`src/hw/rtl/lppod_pkg.sv`:
```
// Shared constants and types for the long-press power-off debouncer.
package lppod_pkg;

   localparam int unsigned TimerWidth = 8;
   localparam int unsigned AgeWidth   = 16;
   localparam int unsigned CsrWidth   = 16;
   localparam int unsigned CsrIdxWidth = 2;

   typedef enum logic [CsrIdxWidth-1:0] {
      CSR_SENSING_ENABLED  = 2'd0,
      CSR_SAMPLE_PERIOD_MS = 2'd1,
      CSR_STABLE_MS        = 2'd2,
      CSR_HOLD_MS          = 2'd3
   } csr_index_type;

   localparam logic [TimerWidth-1:0] SamplePeriodReset = 8'd50;
   localparam logic [AgeWidth-1:0]   StableReset       = 16'd100;
   localparam logic [AgeWidth-1:0]   HoldReset         = 16'd4000;

   typedef struct packed {
      logic debounced_pressed;
      logic level_changed;
      logic release_prompt;
      logic awaiting_release;
      logic power_off;
   } result_type;

endpackage

```
`src/hw/rtl/long_press_power_off_debouncer.sv`:
```
// Long-press power-off detector: debounces a button sampled on millisecond ticks.
//
// Each request is one millisecond tick carrying the raw button level. With sensing
// enabled, the level is sampled every sample_period_ms ticks; a sampled level is
// taken as the debounced level once it has stayed unchanged for stable_ms. After a
// stable release the detector arms; an armed press held for hold_ms raises
// awaiting_release (with a one-tick release_prompt), and the release that follows
// sets power_off, which stays set until reset. Elapsed-time counters saturate at
// 65535 ms. Throughput is one request per clock unless rsp_stall holds a full result
// register. A request is held in the input register, then passes through the single
// state-update step into the result register, which drives rsp_*. Configuration
// writes take effect on the next clock and belong in idle periods only.
module long_press_power_off_debouncer (
   input  logic                                     clock,
   input  logic                                     reset,
   // configuration write port
   input  logic                                     csr_write_enable,
   input  logic [lppod_pkg::CsrIdxWidth-1:0]        csr_index,
   input  logic [lppod_pkg::CsrWidth-1:0]           csr_wdata,
   // request channel
   input  logic                                     req_valid,
   output logic                                     req_stall,
   input  logic                                     req_raw_pressed,
   // result channel
   output logic                                     rsp_valid,
   input  logic                                     rsp_stall,
   output logic                                     rsp_debounced_pressed,
   output logic                                     rsp_level_changed,
   output logic                                     rsp_release_prompt,
   output logic                                     rsp_awaiting_release,
   output logic                                     rsp_power_off
);

   localparam int unsigned TW = lppod_pkg::TimerWidth;
   localparam int unsigned AW = lppod_pkg::AgeWidth;

   // configuration registers
   logic          sensing_enabled_ff;
   logic [TW-1:0] sample_period_ff;
   logic [AW-1:0] stable_ms_ff;
   logic [AW-1:0] hold_ms_ff;

   // input register
   logic in_valid_ff, in_valid_in;
   logic in_raw_ff,   in_raw_in;

   // detector state
   logic [TW-1:0] sample_timer_ff,   sample_timer_in;
   logic          candidate_ff,      candidate_in;
   logic          accepted_ff,       accepted_in;
   logic          armed_ff,          armed_in;
   logic          wait_release_ff,   wait_release_in;
   logic [AW-1:0] change_age_ff,     change_age_in;
   logic [AW-1:0] press_age_ff,      press_age_in;
   logic          off_ff,            off_in;

   // result register
   logic                  rsp_valid_ff, rsp_valid_in;
   lppod_pkg::result_type rsp_data_ff,  rsp_data_in;

   logic advance;
   logic req_take;

   // Move the held request into the result register when that register is
   // empty or being drained this cycle.
   assign advance   = in_valid_ff & (~rsp_valid_ff | ~rsp_stall);
   assign req_stall = in_valid_ff & ~advance;
   assign req_take  = req_valid & ~req_stall;

   always_comb begin
      in_valid_in = req_take | (in_valid_ff & ~advance);
      in_raw_in   = req_take ? req_raw_pressed : in_raw_ff;
   end

   // State update for one tick.
   logic [TW-1:0] timer_inc;
   logic [AW-1:0] change_inc;
   logic [AW-1:0] press_inc;
   logic          sample;
   logic          cand_flip;
   logic [AW-1:0] change_after;
   logic          stable_ok;
   logic          armed_next;
   logic          acc_flip;
   logic [AW-1:0] press_after;
   logic          prompt;
   logic          wait_next;

   always_comb begin
      // advance all timers first, saturating
      timer_inc  = (&sample_timer_ff) ? sample_timer_ff : sample_timer_ff + TW'(1);
      change_inc = (&change_age_ff)   ? change_age_ff   : change_age_ff + AW'(1);
      press_inc  = (&press_age_ff)    ? press_age_ff    : press_age_ff + AW'(1);

      sample       = sensing_enabled_ff & (timer_inc >= sample_period_ff);
      cand_flip    = in_raw_ff != candidate_ff;
      change_after = cand_flip ? '0 : change_inc;
      stable_ok    = change_after >= stable_ms_ff;

      // arm on a stable release, then take the candidate as the debounced level
      armed_next  = armed_ff | ~in_raw_ff;
      acc_flip    = in_raw_ff != accepted_ff;
      press_after = acc_flip ? '0 : press_inc;
      prompt      = armed_next & in_raw_ff & ~wait_release_ff & (press_after >= hold_ms_ff);
      wait_next   = wait_release_ff | prompt;

      sample_timer_in = timer_inc;
      candidate_in    = candidate_ff;
      change_age_in   = change_inc;
      accepted_in     = accepted_ff;
      press_age_in    = press_inc;
      armed_in        = armed_ff;
      wait_release_in = wait_release_ff;
      off_in          = off_ff;

      rsp_data_in.level_changed  = 1'b0;
      rsp_data_in.release_prompt = 1'b0;

      if (sample) begin
         sample_timer_in = '0;
         candidate_in    = in_raw_ff;
         change_age_in   = change_after;
         if (stable_ok) begin
            armed_in        = armed_next;
            accepted_in     = in_raw_ff;
            press_age_in    = press_after;
            wait_release_in = wait_next;
            off_in          = off_ff | (wait_next & ~in_raw_ff);
            rsp_data_in.level_changed  = acc_flip;
            rsp_data_in.release_prompt = prompt;
         end
      end

      rsp_data_in.debounced_pressed = accepted_in;
      rsp_data_in.awaiting_release  = wait_release_in;
      rsp_data_in.power_off         = off_in;

      rsp_valid_in = advance | (rsp_valid_ff & rsp_stall);
   end

   always_ff @(posedge clock) begin
      if (reset) begin
         sensing_enabled_ff <= 1'b0;
         sample_period_ff   <= lppod_pkg::SamplePeriodReset;
         stable_ms_ff       <= lppod_pkg::StableReset;
         hold_ms_ff         <= lppod_pkg::HoldReset;
      end else if (csr_write_enable) begin
         case (lppod_pkg::csr_index_type'(csr_index))
            lppod_pkg::CSR_SENSING_ENABLED:  sensing_enabled_ff <= csr_wdata[0];
            lppod_pkg::CSR_SAMPLE_PERIOD_MS: sample_period_ff   <= csr_wdata[TW-1:0];
            lppod_pkg::CSR_STABLE_MS:        stable_ms_ff       <= csr_wdata[AW-1:0];
            lppod_pkg::CSR_HOLD_MS:          hold_ms_ff         <= csr_wdata[AW-1:0];
            default: ;
         endcase
      end
   end

   always_ff @(posedge clock) begin
      if (reset) begin
         in_valid_ff     <= 1'b0;
         rsp_valid_ff    <= 1'b0;
         sample_timer_ff <= '0;
         candidate_ff    <= 1'b0;
         accepted_ff     <= 1'b0;
         armed_ff        <= 1'b0;
         wait_release_ff <= 1'b0;
         change_age_ff   <= '0;
         press_age_ff    <= '0;
         off_ff          <= 1'b0;
      end else begin
         in_valid_ff  <= in_valid_in;
         rsp_valid_ff <= rsp_valid_in;
         // commit detector state only when a tick moves to the result register
         if (advance) begin
            sample_timer_ff <= sample_timer_in;
            candidate_ff    <= candidate_in;
            accepted_ff     <= accepted_in;
            armed_ff        <= armed_in;
            wait_release_ff <= wait_release_in;
            change_age_ff   <= change_age_in;
            press_age_ff    <= press_age_in;
            off_ff          <= off_in;
         end
      end
   end

   // payload registers: hold while stalled
   always_ff @(posedge clock) begin
      in_raw_ff <= in_raw_in;
      if (advance) begin
         rsp_data_ff <= rsp_data_in;
      end
   end

   assign rsp_valid             = rsp_valid_ff;
   assign rsp_debounced_pressed = rsp_data_ff.debounced_pressed;
   assign rsp_level_changed     = rsp_data_ff.level_changed;
   assign rsp_release_prompt    = rsp_data_ff.release_prompt;
   assign rsp_awaiting_release  = rsp_data_ff.awaiting_release;
   assign rsp_power_off         = rsp_data_ff.power_off;

endmodule
```
`config.mk`:
```
export PLATFORM = sky130hd
export DESIGN_NAME = long_press_power_off_debouncer
export DESIGN_NICKNAME = d
export VERILOG_FILES = /design/src/hw/rtl/lppod_pkg.sv /design/src/hw/rtl/long_press_power_off_debouncer.sv
export SDC_FILE = /design/constraint.sdc
export NUM_CORES = 1
export LEC_CHECK = 0
export BUFFER_PORTS_ARGS = -buffer_cell sky130_fd_sc_hd__buf_2
export CORE_MARGIN = 2
export CORE_UTILIZATION = 39
export DETAILED_ROUTE_END_ITERATION = 10
export PLACE_DENSITY_LB_ADDON = 0.1
export SLEW_MARGIN = 20
export SYNTH_ARGS = -nofsm -noshare
export SYNTH_HDL_FRONTEND = slang
export SYNTH_SLANG_ARGS = --single-unit
```
`constraint.sdc`:
```
create_clock -name clock -period 4.3 [get_ports clock]
set_input_delay 0 -clock clock [delete_from_list [all_inputs] [get_ports clock]]
set_output_delay 0 -clock clock [all_outputs]
set_load 0.005 [all_outputs]
```
## Yosys cells after proc, flatten, opt, wreduce, memory -nomap -nowiden

Cells that the tools add are included.

- Output and inout bits: 7
- Input bits: 24
- Logic and storage cells: 78
- Flip-flop bits (word level): 94

- Muxes and demuxes: 15
- Bitwise logic cells: 21
- $lt $le $gt $ge: 3
- Reductions and logical operators: 11
- Equal/unequal tests: 5
- Add/sub/neg operators: 3

Operator list:

| operator | count |
|---|---|
| 16-bit two-way mux | 7 |
| 16-bit by 1-bit adder with 16-bit output, second input constant | 2 |
| 16-bit >= comparator | 2 |
| 16-bit AND reduction | 2 |
| 8-bit two-way mux | 2 |
| 2-bit AND reduction | 6 |
| 1-bit AND | 9 |
| 8-bit by 1-bit adder with 8-bit output, second input constant | 1 |
| 8-bit >= comparator | 1 |
| 8-bit AND reduction | 1 |
| 1-bit two-way mux | 6 |
| 1-bit inverter | 6 |
| 1-bit OR | 6 |
| 2-bit == test, second input constant | 2 |
| 3-bit AND reduction | 1 |
| 2-bit by 1-bit == test with 1-bit output, second input constant | 1 |
| 2-bit zero test | 1 |
| 1-bit inequality test | 2 |

## Longest topological paths before layout

Gate-level depths: netlist of run 1.

- Depth in word-level cells: 10
- Depth in mapped cells: 16
- Mapped depth without buffers: 13

## Worst setup path before layout of run 1

No wires, ideal clock.

- Kind: flip-flop to flip-flop
- From: register change_age_ff[8]
- To: register press_age_ff[0]
- Buffers on the path: 2
- Cell stages (with the launch flop): 15
- Slack: 0.933 ns
- Required time: 4.182 ns
- Arrival time: 3.250 ns
- Cell sequence: dfxtp_1 buf_2 nand4_1 or2_2 or2_2 nor4b_1 nor3_1 ha_1 nand4_1 nor4_1 a32oi_1 a211oi_1 buf_2 a21o_1 nor2_1

- Longest elaborated chain between the ends: 6
- Elaborated cells between the ends (all ways): 7
- Those cells by class: 1 x add/sub; 1 x order compare; 4 x mux; 1 x reduce/logical

Ends and longest elaborated chain:

| element | line | text |
|---|---|---|
| start: declaration | long_press_power_off_debouncer.sv:53 | `logic [AW-1:0] change_age_ff, change_age_in;` |
| start signal: assignment | long_press_power_off_debouncer.sv:180 | `change_age_ff <= change_age_in;` |
| 16-bit by 1-bit adder with 16-bit output or 16-bit AND reduction (tied branches) | long_press_power_off_debouncer.sv:92 | `change_inc = (&change_age_ff) ? change_age_ff : change_age_ff + AW'(1);` |
| 16-bit two-way mux (*) | long_press_power_off_debouncer.sv:92 |  |
| 16-bit two-way mux (*) | long_press_power_off_debouncer.sv:97 | `change_after = cand_flip ? '0 : change_inc;` |
| 16-bit >= comparator (*) | long_press_power_off_debouncer.sv:98 | `stable_ok = change_after >= stable_ms_ff;` |
| 16-bit two-way mux (*) | long_press_power_off_debouncer.sv:123 | `if (stable_ok) begin` |
| 16-bit two-way mux (*) | long_press_power_off_debouncer.sv:119 | `if (sample) begin` |
| end signal: assignment | long_press_power_off_debouncer.sv:181 | `press_age_ff <= press_age_in;` |
| end: declaration | long_press_power_off_debouncer.sv:54 | `logic [AW-1:0] press_age_ff, press_age_in;` |

Every way passes the cells marked *; elsewhere a longest branch is shown, timed or not.
A chain may end at the register's enable or synchronous reset.

## Worst setup path in the final report of run 1

- From: register change_age_ff[8]
- To: register wait_release_ff

- Longest elaborated chain between the ends: 6
- Elaborated cells between the ends (all ways): 7
- Those cells by class: 1 x add/sub; 1 x order compare; 4 x mux; 1 x reduce/logical

Ends and longest elaborated chain:

| element | line | text |
|---|---|---|
| 16-bit by 1-bit adder with 16-bit output or 16-bit AND reduction (tied branches) | long_press_power_off_debouncer.sv:92 |  |
| 16-bit two-way mux (*) | long_press_power_off_debouncer.sv:92 |  |
| 16-bit two-way mux (*) | long_press_power_off_debouncer.sv:97 |  |
| 16-bit >= comparator (*) | long_press_power_off_debouncer.sv:98 |  |
| 1-bit two-way mux (*) | long_press_power_off_debouncer.sv:123 |  |
| 1-bit two-way mux (*) | long_press_power_off_debouncer.sv:119 |  |
| end signal: assignment | long_press_power_off_debouncer.sv:179 | `wait_release_ff <= wait_release_in;` |
| end: declaration | long_press_power_off_debouncer.sv:52 | `logic wait_release_ff, wait_release_in;` |

Marked as above.

==> summary.md, run 1 <==
| Metric | Value |
|---|---|
| Status | `finished, final reports clean` |
| Non-filler cells, final | `924` |
| Ys Warns | `0` |
| Clk_skew | `between 0.01 and 0.015 ns` |
| Min Hold Slack | `0.0615 ns` |
| Num CTS Buffers | `9` |
| Layout Nets | `806` |
| CP max FO | `8` |
| Die area | `15200 um2` |
| DRT Wirelength | `14.2 mm` |
| Fin crit share | `0.891` |
| Filler cell count | `1450` |
| VDD IR max | `0.192 mV` |
| CTS root buffer | `clkbuf_16` |
| Post-synth EDFFs | `6` |
| Initial antenna violation count | `0` |
| Syn Nets | `771` |
| DRT antenna net count | `0` |
| Maximum Capacitance Violations | `0` |
| Power Total | `1.84 mW` |
| Layout cell share with drive strength beyond 1 | `0.101` |
| Synthesized instance count | `704` |
| Ys async rst share | `0` |
| TNS Setup | `0 ns` |
| Die Span Y | `approximately 120 um` |
| Clock Latency Late Sink | `0.35 ns` |
| Post-synthesis sequential area ratio | `0.349` |
| Die X | `123 um` |
| Main combinational cell family by area after synthesis | `simple AND/OR/NAND/NOR gates` |
| Hold Crit Class | `in -> reg` |
| Rows | `43` |
| Worst R2R End | `wait_release_ff$_SDFFE_PP0P_` |
| Top cells by area, synth | `dfxtp_1 (32%), ha_1 (9.7%), nand2_1 (6.1%), a21oi_1 (5.6%), nor2_1 (5.5%)` |
| I/O pins | `31` |
| Power Density | `291 nW/um2` |
| Initial Utilization | `0.401` |
| Crit path required time | `4.54 ns` |
| Critical path arrival | `slightly above 4 ns` |
| RSZ-0062 raised after global routing | `false` |
| Netlist Area Pre-Place | `5560 um2` |
| Max clock buf depth | `2` |
| Slew HR | `0.351` |
| DP Cell Count | `~900` |
| Synth Register Bits | `94` |
| Share of the synthesized area in the top cell type | `0.317` |
| Largest net degree at the start of global routing | `71` |
| GRT Residual Overflow | `0` |
| Leak | `2.51 nW` |
| DR vias | `around 5000` |
| Worst r2r path cells | `12` |
| CTS tree | `done` |
| Cell depth of the worst min-delay path | `4` |
| GRT Total Usage | `0.198` |
| Yosys top cell by area | `dfxtp_1` |
| Commonest non-fill, non-tap cell in the layout | `nand2_1` |
| Core area | `13900 um2` |
| N_diodes | `0` |
| First-pass GRT wire length | `23.4 mm` |
| Worst Tran Pin Value | `a little under 1 ns` |
| Slew Viols, Final | `0` |
| DR iter-0 viols | `about 250` |
| Reg2Reg Launch Point | `change_age_ff[8]$_SDFFE_PP0P_` |
| Compound-Gate Fraction of Synth Area | `0.175` |
| DRT Pass-1 Iters | `4` |
| Multiplexer share of the synthesized area | `0.0241` |
| Post-cts sizing count | `0` |
| Area growth syn-to-layout | `14.0%` |
| CTS hold repair buffers | `20` |
| Drt wl/cell | `15.4 um` |
| Worst reg2reg setup slack | `0.47 ns` |
| Depth of the CTS H-tree | `3` |
| Clk slew on worst S/H paths | `0.07 ns` |
| WHS Endpoint | `sensing_enabled_ff$_SDFFE_PP0P_` |
| Post-CTS Repair Setup Buffers | `0` |
| DRC Markers | `0` |
| Ys flop type | `dfxtp_1` |
| Hold Vio Cnt, Final | `0` |
| Mean post-synth cell area | `7.90 um2` |
| IO Port Bufs | `30` |
| Via density | `around 5.4` |
| F_max | `0.261 GHz` |
| Setup crit start kind | `register` |
| Hold Path Origin | `csr_index[1]` |
| WS Path Type | `reg -> reg` |
| Vias in the first global route | `4721` |
| Xor/xnor cell area share of the yosys netlist | `0.0520` |
| # clock sinks | `94` |
| Commonest non-fill, non-tap cells in the layout | `nand2_1 (91), dfxtp_1 (88), nor2_1 (80)` |
| DP HPWL | `10.2 mm` |
| Layout Utilization | `0.457` |
| Simple-Gate Fraction of Synth Area | `0.249` |
| Synth cell types | `61` |
| Setup violators final | `0` |
| Final Critical Period | `3.83 ns` |
| Synth Area in Adders | `0.0967` |
| GP Congestion | `0.825` |
| Crit end category | `register` |
## per-layer routing
metal / part of all wire / GRT usage / wire length (um)
met1: 0.50 / 0.269 / 7070
met2: 0.46 / 0.319 / 6520
met3: 0.038 / 0.0461 / 537
met4: 0.0065 / 0.0447 / 93
met5: 0 / 0 / 0
## worst max path at each step
stage,startpoint,to,slack (ns),cells after the start
6_report,change_age_ff[8]$_SDFFE_PP0P_,wait_release_ff$_SDFFE_PP0P_,0.47,12
5_1_grt,change_age_ff[8]$_SDFFE_PP0P_,press_age_ff[7]$_SDFFE_PP0P_,0.08,13
4_1_cts,change_age_ff[8]$_SDFFE_PP0P_,press_age_ff[5]$_SDFFE_PP0P_,0.50,13
3_5_place_dp,change_age_ff[8]$_SDFFE_PP0P_,press_age_ff[8]$_SDFFE_PP0P_,0.51,13
3_3_place_gp,change_age_ff[8]$_SDFFE_PP0P_,wait_release_ff$_SDFFE_PP0P_,0.56,12
2_1_floorplan,change_age_ff[8]$_SDFFE_PP0P_,press_age_ff[0]$_SDFFE_PP0P_,0.93,14
## area by class of cell
type | instances | area [um2] | share of cell area
Clock buffer | 9 | 225 | 0.0355
Clock inverter | 7 | 47.5 | 0.00750
Inverter | 44 | 165 | 0.0260
Multi-Input combinational cell | 531 | 3320 | 0.523
Sequential cell | 94 | 1940 | 0.306
Tap cell | 180 | 225 | 0.0355
Timing Repair Buffer | 59 | 418 | 0.0659
## state kept, by name (all words and copies together) (netlist names), 8 cells and up
| name | count |
|---|---|
| stable_ms_ff | 16 |
| change_age_ff | 16 |
| press_age_ff | 16 |
| sample_period_ff | 8 |
| sample_timer_ff | 8 |
| hold_ms_ff | 16 |
## Yosys cell counts (14+ instances only)
| library cell | n |
|---|---|
| a21oi_1 | 62 |
| clkbuf_1 | 26 |
| dfxtp_1 | 88 |
| ha_1 | 43 |
| inv_1 | 44 |
| nand2_1 | 91 |
| nand3_1 | 18 |
| nand4_1 | 14 |
| nor2_1 | 81 |
| nor3_1 | 21 |
| o21ai_0 | 19 |
| xnor2_1 | 23 |
## cells by family (layout without fill, tap and decap cells)
group / Yosys count / count (layout)
fa+ha+maj: 43 / 43
xor+xnor: 33 / 33
buf+inv: 79 / 119
flops: 94 / 94
mux: 13 / 13
simple gates: 290 / 290
compound gates: 152 / 152
## power breakdown
part	switching, mW	internal (mW)	total [mW]
clock	0.365	0.394	0.759
combinational	0.102	0.0671	0.169
sequential	0.0157	0.901	0.917
## metrics by stage
stage | area [um2] | setup slack [ns]
6_report | 6340 | 0.470
3_5_place_dp | 5870 | 0.509
2_1_floorplan | 5560 | 0.933
3_3_place_gp | 5870 | 0.560
5_1_grt | 6340 | 0.0847
4_1_cts | 6340 | 0.501
## worst max-delay path, cell delays in order, from the launching register on
cell and delay [ns]:
dfxtp_1 0.46, nand4_1 0.19, or2_2 0.34, or2_2 0.32
nor4b_1 0.35, nor3_1 0.11, ha_1 0.31, nand4_1 0.20
nor4_1 0.33, a32oi_1 0.21, a21o_1 0.31, or2_2 0.33
o41ai_1 0.25
Note: power is estimated with default switching activity, not from simulation.
==> inputs of run 2 (changes only) <==
--- a/config.mk
+++ b/config.mk
@@ -8,7 +8,9 @@
 export BUFFER_PORTS_ARGS = -buffer_cell sky130_fd_sc_hd__buf_2
 export CORE_MARGIN = 2
 export CORE_UTILIZATION = 39
+export CTS_CLUSTER_SIZE = 20
 export DETAILED_ROUTE_END_ITERATION = 10
+export MAX_ROUTING_LAYER = met4
 export PLACE_DENSITY_LB_ADDON = 0.1
 export SLEW_MARGIN = 20
 export SYNTH_ARGS = -nofsm -noshare
==> run 2 against run 1 <==
- global-route usage up 0.28 points
- sequential power about the same
- critical endpoint unchanged
- critical path type unchanged
- flip-flop and latch count stayed put
- design area decreased by 0.16%
- register-to-register slack got worse by 0.03 ns
- non-clock buffer count fell by 2
- critical path depth unchanged
==> summary.md, run 2 (synthesis results as in run 1) <==
| Metric | Value |
|---|---|
| Most frequent CP cell | `or2_2` |
| IO Port Bufs | `30` |
| DRT Wirelength | `14.0 mm` |
| Max clock buf depth | `2` |
| Post-CTS Repair Setup Buffers | `0` |
| Power Density | `~300 nW/um2` |
| Hold Vio Cnt, Final | `0` |
| I/O pins | `31` |
| # clock sinks | `94` |
| Num CTS Buffers | `9` |
| Layout Nets | `804` |
| Setup violators final | `0` |
| Fin crit share | `0.897` |
| Commonest non-fill, non-tap cells in the layout | `nand2_1 (91), dfxtp_1 (88), nor2_1 (80)` |
| CP max FO | `8` |
| DP HPWL | `10.0 mm` |
| Commonest non-fill, non-tap cell in the layout | `nand2_1` |
| Vias in the first global route | `4656` |
| CP Buf/Inv Count | `0` |
| CTS root buffer | `clkbuf_16` |
| WL met1 | `6.97 mm` |
| Max layer used | `met4` |
| Core area | `~14000 um2` |
| Rows | `43` |
| Worst path cell trace | `nand4_1 -> or2_2 -> or2_2 -> nor4b_2 -> nor3_1 -> ha_1 -> nand4_1 -> nor4_1 -> a32oi_1 -> a21o_1 -> or2_2 -> o41ai_1` |
| F_max | `0.259 GHz` |
| Status | `finished, final reports clean` |
| DRT antenna net count | `0` |
| Worst Tran Pin Value | `1.03 ns` |
| Crit end category | `register` |
| VDD IR max | `0.185 mV` |
| Area growth syn-to-layout | `13.8%` |
| Slowest cell on crit path | `dfxtp_1` |
| DRC Markers | `0` |
| Layout cell share with drive strength beyond 1 | `0.0959` |
| DRT Pass-1 Iters | `5` |
| Clk_skew | `around 0.0085 ns` |
| Post-route cell area | `around 6300 um2` |
| Via density | `5.33` |
| Crit path required time | `4.54 ns` |
| Maximum Capacitance Violations | `0` |
| Largest net degree at the start of global routing | `71` |
| Met3 wire length | `487 um` |
| Drt wl/cell | `15.2 um` |
| GP Congestion | `0.836` |
| Initial Utilization | `0.401` |
| Die X | `123 um` |
| Slew Viols, Final | `0` |
| GRT Total Usage | `0.201` |
| DR iter-0 viols | `260` |
| Initial antenna violation count | `0` |
| DR vias | `4899` |
| GRT Residual Overflow | `0` |
| Slowest stage delay, CP | `~0.47 ns` |
| Hold Crit Class | `in -> reg` |
| Slew HR | `0.316` |
| Critical path arrival | `4.09 ns` |
| Setup crit start kind | `register` |
| CTS tree | `done` |
| Clk slew on worst S/H paths | `around 0.07 ns` |
| TNS Setup | `0 ns` |
| RSZ-0062 raised after global routing | `false` |
| First-pass GRT wire length | `around 23 mm` |
| WS Path Type | `reg -> reg` |
| N_diodes | `0` |
| Depth of the CTS H-tree | `3` |
| Met2 routed WL | `around 6.4 mm` |
| Clock Latency Late Sink | `0.35 ns` |
| Die area | `15200 um2` |
| Final Critical Period | `3.86 ns` |
| Crit path max-delay family | `simple AND/OR/NAND/NOR gates` |
| Leak | `2.49 nW` |
| Layout Utilization | `0.456` |
| Post-DP Area | `around 5900 um2` |
| Die Span Y | `roughly 120 um` |
run 2: cell count changes in the layout (fill, tap and decap cells not counted), sizes merged:
cell / delta
buf: -2
clkbuf: +2
clkinv: -4
run 2: power by group:
part	internal (mW)	leakage (nW)	switching [mW]	total, mW
clock network	0.421	0.137	0.347	0.768
registers	0.901	0.769	0.0156	0.917
logic	0.0664	1.59	0.101	0.167
run 2: path summary, 6_finish.rpt:
check / start / to / slack [ns] / cells past startpoint
worst max-delay path: change_age_ff[8]$_SDFFE_PP0P_ / wait_release_ff$_SDFFE_PP0P_ / 0.44 / 12
worst min-delay path: csr_index[1] / sensing_enabled_ff$_SDFFE_PP0P_ / 0.05 / 4
worst max register to register: change_age_ff[8]$_SDFFE_PP0P_ / wait_release_ff$_SDFFE_PP0P_ / 0.44 / 12
worst min register to register: off_ff$_SDFFE_PP0P_ / off_ff$_SDFFE_PP0P_ / 0.46 / 2
run 2: cell type report:
type	count	area, um2
Tap cell	180	225
Clock buffer	11	254
Clock inverter	3	17.5
Timing Repair Buffer	57	403
Sequential cell	94	1940
Multi-Input combinational cell	531	3320
Fill cell	1432	7550
Inverter	44	165
run 2: worst register-to-register path: cells and delay by family, from the launching register on:
| kind | cells | cell delay (ns) |
|---|---|---|
| compound gates | 3 | 0.80 |
| simple gates | 8 | 2.15 |
| fa+ha+maj | 1 | 0.31 |
| flops | 1 | 0.47 |
run 2: timing repair:
item | CTS | global route
endpoints found under the hold margin | 47 | 0
hold buffers | 20 | 0
endpoints found under the setup margin | 0 | 6
resized for setup | 0 | 1
run 2: routing by layer:
layer | global-route usage | up-vias
li1 | - | 2511
met1 | 0.259 | 2289
met2 | 0.322 | 89
met3 | 0.0452 | 10
met4 | 0.0426 | 0
met5 | - | -
run 2: through the flow:
stage	cells	setup WS (ns)	hold WS, ns	power [mW]
global route	920	0.0888	0.0677	1.94
CTS	920	0.457	0.0329	1.88
detailed placement	886	0.544	0.180	1.09
global placement	886	0.596	0.181	1.09
floorplan	704	0.933	0.0989	1.03
finish	920	0.444	0.0496	1.85
==> inputs of run 3 (changes only) <==
--- a/config.mk
+++ b/config.mk
@@ -6,7 +6,7 @@
 export NUM_CORES = 1
 export LEC_CHECK = 0
 export BUFFER_PORTS_ARGS = -buffer_cell sky130_fd_sc_hd__buf_2
-export CORE_MARGIN = 2
+export CORE_MARGIN = 4
 export CORE_UTILIZATION = 39
 export CTS_CLUSTER_SIZE = 20
 export DETAILED_ROUTE_END_ITERATION = 10
==> constraint.sdc (replaced) <==
create_clock -name clock -period 3.8 [get_ports clock]
set_input_delay 0 -clock clock [delete_from_list [all_inputs] [get_ports clock]]
set_output_delay 0 -clock clock [all_outputs]
set_load 0.005 [all_outputs]
==> run 3 against run 2 <==
- design area rose by 3.2%
- via count grew 2.1%
- clock-buffer cell count rose by 2
- flip-flop and latch count unchanged
- register-to-register slack got worse by 0.21 ns
- critical path type unchanged
- critical endpoint is now off_ff$_SDFFE_PP0P_
==> summary.md, run 3 (synthesis results as in run 1) <==
| Metric | Value |
|---|---|
| Status | `finished, final reports clean` |
| Vias in the first global route | `4910` |
| Slowest stage delay, CP | `0.41 ns` |
| Crit path max-delay family | `simple AND/OR/NAND/NOR gates` |
| Clock Latency Late Sink | `0.35 ns` |
| Max clock buf depth | `2` |
| Rows | `43` |
| Leak | `approximately 2.6 nW` |
| Crit path capture | `off_ff$_SDFFE_PP0P_` |
| Fin crit share | `0.939` |
| Core area | `13900 um2` |
| DR iter-0 viols | `271` |
| Layout Nets | `821` |
| DP Worst Slack | `-0.0318 ns` |
| Post-DP Area | `5990 um2` |
| Internal power | `approximately 1.6 mW` |
| Critical path depth | `13` |
| F_max | `between 0.2 and 0.3 GHz` |
| DRC Markers | `0` |
| Comb power frac | `0.092` |
| Die area | `16200 um2` |
| Die X | `roughly 130 um` |
| DP HPWL | `10.5 mm` |
| Crit path required time | `4.06 ns` |
| Clk pwr share | `0.420` |
| Depth of the CTS H-tree | `3` |
| DRT Pass-1 Iters | `5` |
| Worst Tran Pin Value | `0.814 ns` |
| Initial Utilization | `0.399` |
| Worst path cell trace | `and4_2 -> nand4_1 -> or2_2 -> nor2_1 -> xnor2_1 -> nor2_1 -> ha_1 -> nand4_1 -> nor4_2 -> a32oi_2 -> a21o_2 -> or2_2 -> o31ai_1` |
| Slew HR | `0.457` |
| Worst reg2reg setup slack | `between 0.2 and 0.25 ns` |
| Num CTS Buffers | `9` |
| DRT antenna net count | `0` |
| I/O pins | `31` |
| DRT Wirelength | `14.4 mm` |
| Maximum Capacitance Violations | `0` |
| Post-route cell area | `about 6500 um2` |
| Layout cell share with drive strength beyond 1 | `0.136` |
| WS Path Type | `reg -> reg` |
| Hold Crit Class | `in -> reg` |
| N_diodes | `0` |
| Initial antenna violation count | `0` |
| Clk_skew | `between 0.009 and 0.01 ns` |
| Setup crit start kind | `register` |
| Clk slew on worst S/H paths | `about 0.070 ns` |
| Setup violators final | `0` |
| Final Critical Period | `3.57 ns` |
| NetSw | `0.529 mW` |
| Critical path arrival | `around 3.8 ns` |
| Sw frac | `0.249` |
| Slowest cell on crit path | `dfxtp_1` |
| First-pass GRT wire length | `23.9 mm` |
| Power Density | `325 nW/um2` |
| Drt wl/cell | `15.3 um` |
| CTS root buffer | `clkbuf_16` |
| Via density | `5.33` |
| GP Congestion | `0.839` |
| Die Span Y | `127 um` |
| Worst r2r path cells | `13` |
| Crit end category | `register` |
| Layout Utilization | `0.469` |
| GRT Residual Overflow | `0` |
| Worst R2R End | `off_ff$_SDFFE_PP0P_` |
| Largest net degree at the start of global routing | `50` |
| DR vias | `around 5000` |
| # clock sinks | `94` |
| CP max FO | `6` |
| Reg2Reg Launch Point | `change_age_ff[4]$_SDFFE_PP0P_` |
| CTS tree | `done` |
| GRT Total Usage | `0.188` |
| Slew Viols, Final | `0` |
| Commonest non-fill, non-tap cells in the layout | `nand2_1 (91), dfxtp_1 (88), nor2_1 (79)` |
| Filler cell count | `1386` |
| Critical Path Start | `change_age_ff[4]$_SDFFE_PP0P_` |
| Final worst slack | `0.230 ns` |
| CP Buf/Inv Count | `0` |
| Commonest non-fill, non-tap cell in the layout | `nand2_1` |
| Area growth syn-to-layout | `17.4%` |
| Seq pwr share | `0.488` |
| Hold Vio Cnt, Final | `0` |
| IO Port Bufs | `30` |
| VDD IR max | `approximately 0.17 mV` |
| Power Total | `2.12 mW` |
-- run 3: area by class of cell --
class | count | area (um2) | share of cell area
clock buffers | 13 | 270 | 0.0414
inverters | 44 | 165 | 0.0253
well taps | 180 | 225 | 0.0345
repair buffers | 74 | 528 | 0.0808
flip-flops and latches | 94 | 1940 | 0.297
multi-input cells | 531 | 3390 | 0.518
clock inverters | 3 | 16.3 | 0.00249
-- run 3: how the worst min path moves through the flow --
stage	start	to	slack [ns]	depth (start not counted)
after floorplan	req_raw_pressed	in_raw_ff$_DFFE_PP_	0.1	0
after global placement	req_raw_pressed	in_raw_ff$_DFFE_PP_	0.18	1
after detailed placement	req_raw_pressed	in_raw_ff$_DFFE_PP_	0.18	1
after CTS	csr_index[1]	sensing_enabled_ff$_SDFFE_PP0P_	0.04	4
after global routing	csr_index[1]	sensing_enabled_ff$_SDFFE_PP0P_	0.09	4
final	csr_index[1]	sensing_enabled_ff$_SDFFE_PP0P_	0.04	4
-- run 3: power groups by stage --
stage / Combinational [mW] / Clock [mW] / Sequential (mW)
final: 0.196 / 0.891 / 1.04
after global routing: 0.221 / 0.953 / 1.04
after CTS: 0.193 / 0.912 / 1.04
after detailed placement: 0.177 / 0 / 1.06
after global placement: 0.175 / 0 / 1.06
after floorplan: 0.116 / 0 / 1.05
-- run 3: per-stage QoR --
| step | TNS, ns | hold slack [ns] | std cells |
|---|---|---|---|
| finish | 0 | 0.0416 | 939 |
| global route | -0.0416 | 0.0872 | 939 |
| CTS | 0 | 0.0355 | 939 |
| detailed placement | -0.0548 | 0.184 | 904 |
| global placement | 0 | 0.180 | 904 |
| floorplan | 0 | 0.0989 | 704 |
-- run 3: metal layers --
metal  global-route usage  vias up  wire length, um
li1                     -     2557                -
met1                0.245     2324             7010
met2                0.295      107             6530
met3               0.0288       14              607
met4               0.0719        0              230
met5                    -        -                0
-- run 3: worst reg2reg max path, stage by stage, from the launching register on --
cell and delay, ns:
dfxtp_1 0.41, and4_2 0.31, nand4_1 0.19, or2_2 0.40
nor2_1 0.17, xnor2_1 0.16, nor2_1 0.07, ha_1 0.31
nand4_1 0.14, nor4_2 0.30, a32oi_2 0.18, a21o_2 0.31
or2_2 0.33, o31ai_1 0.22
-- run 3: what timing repair did --
action | 4_1_cts | 5_1_grt
gates cloned | 0 | 0
setup endpoints to repair | 2 | 22
resized for setup | 1 | 14
setup buffers | 0 | 0
endpoints found under the hold margin | 45 | 0
hold buffers | 19 | 0
pin swaps | 0 | 2
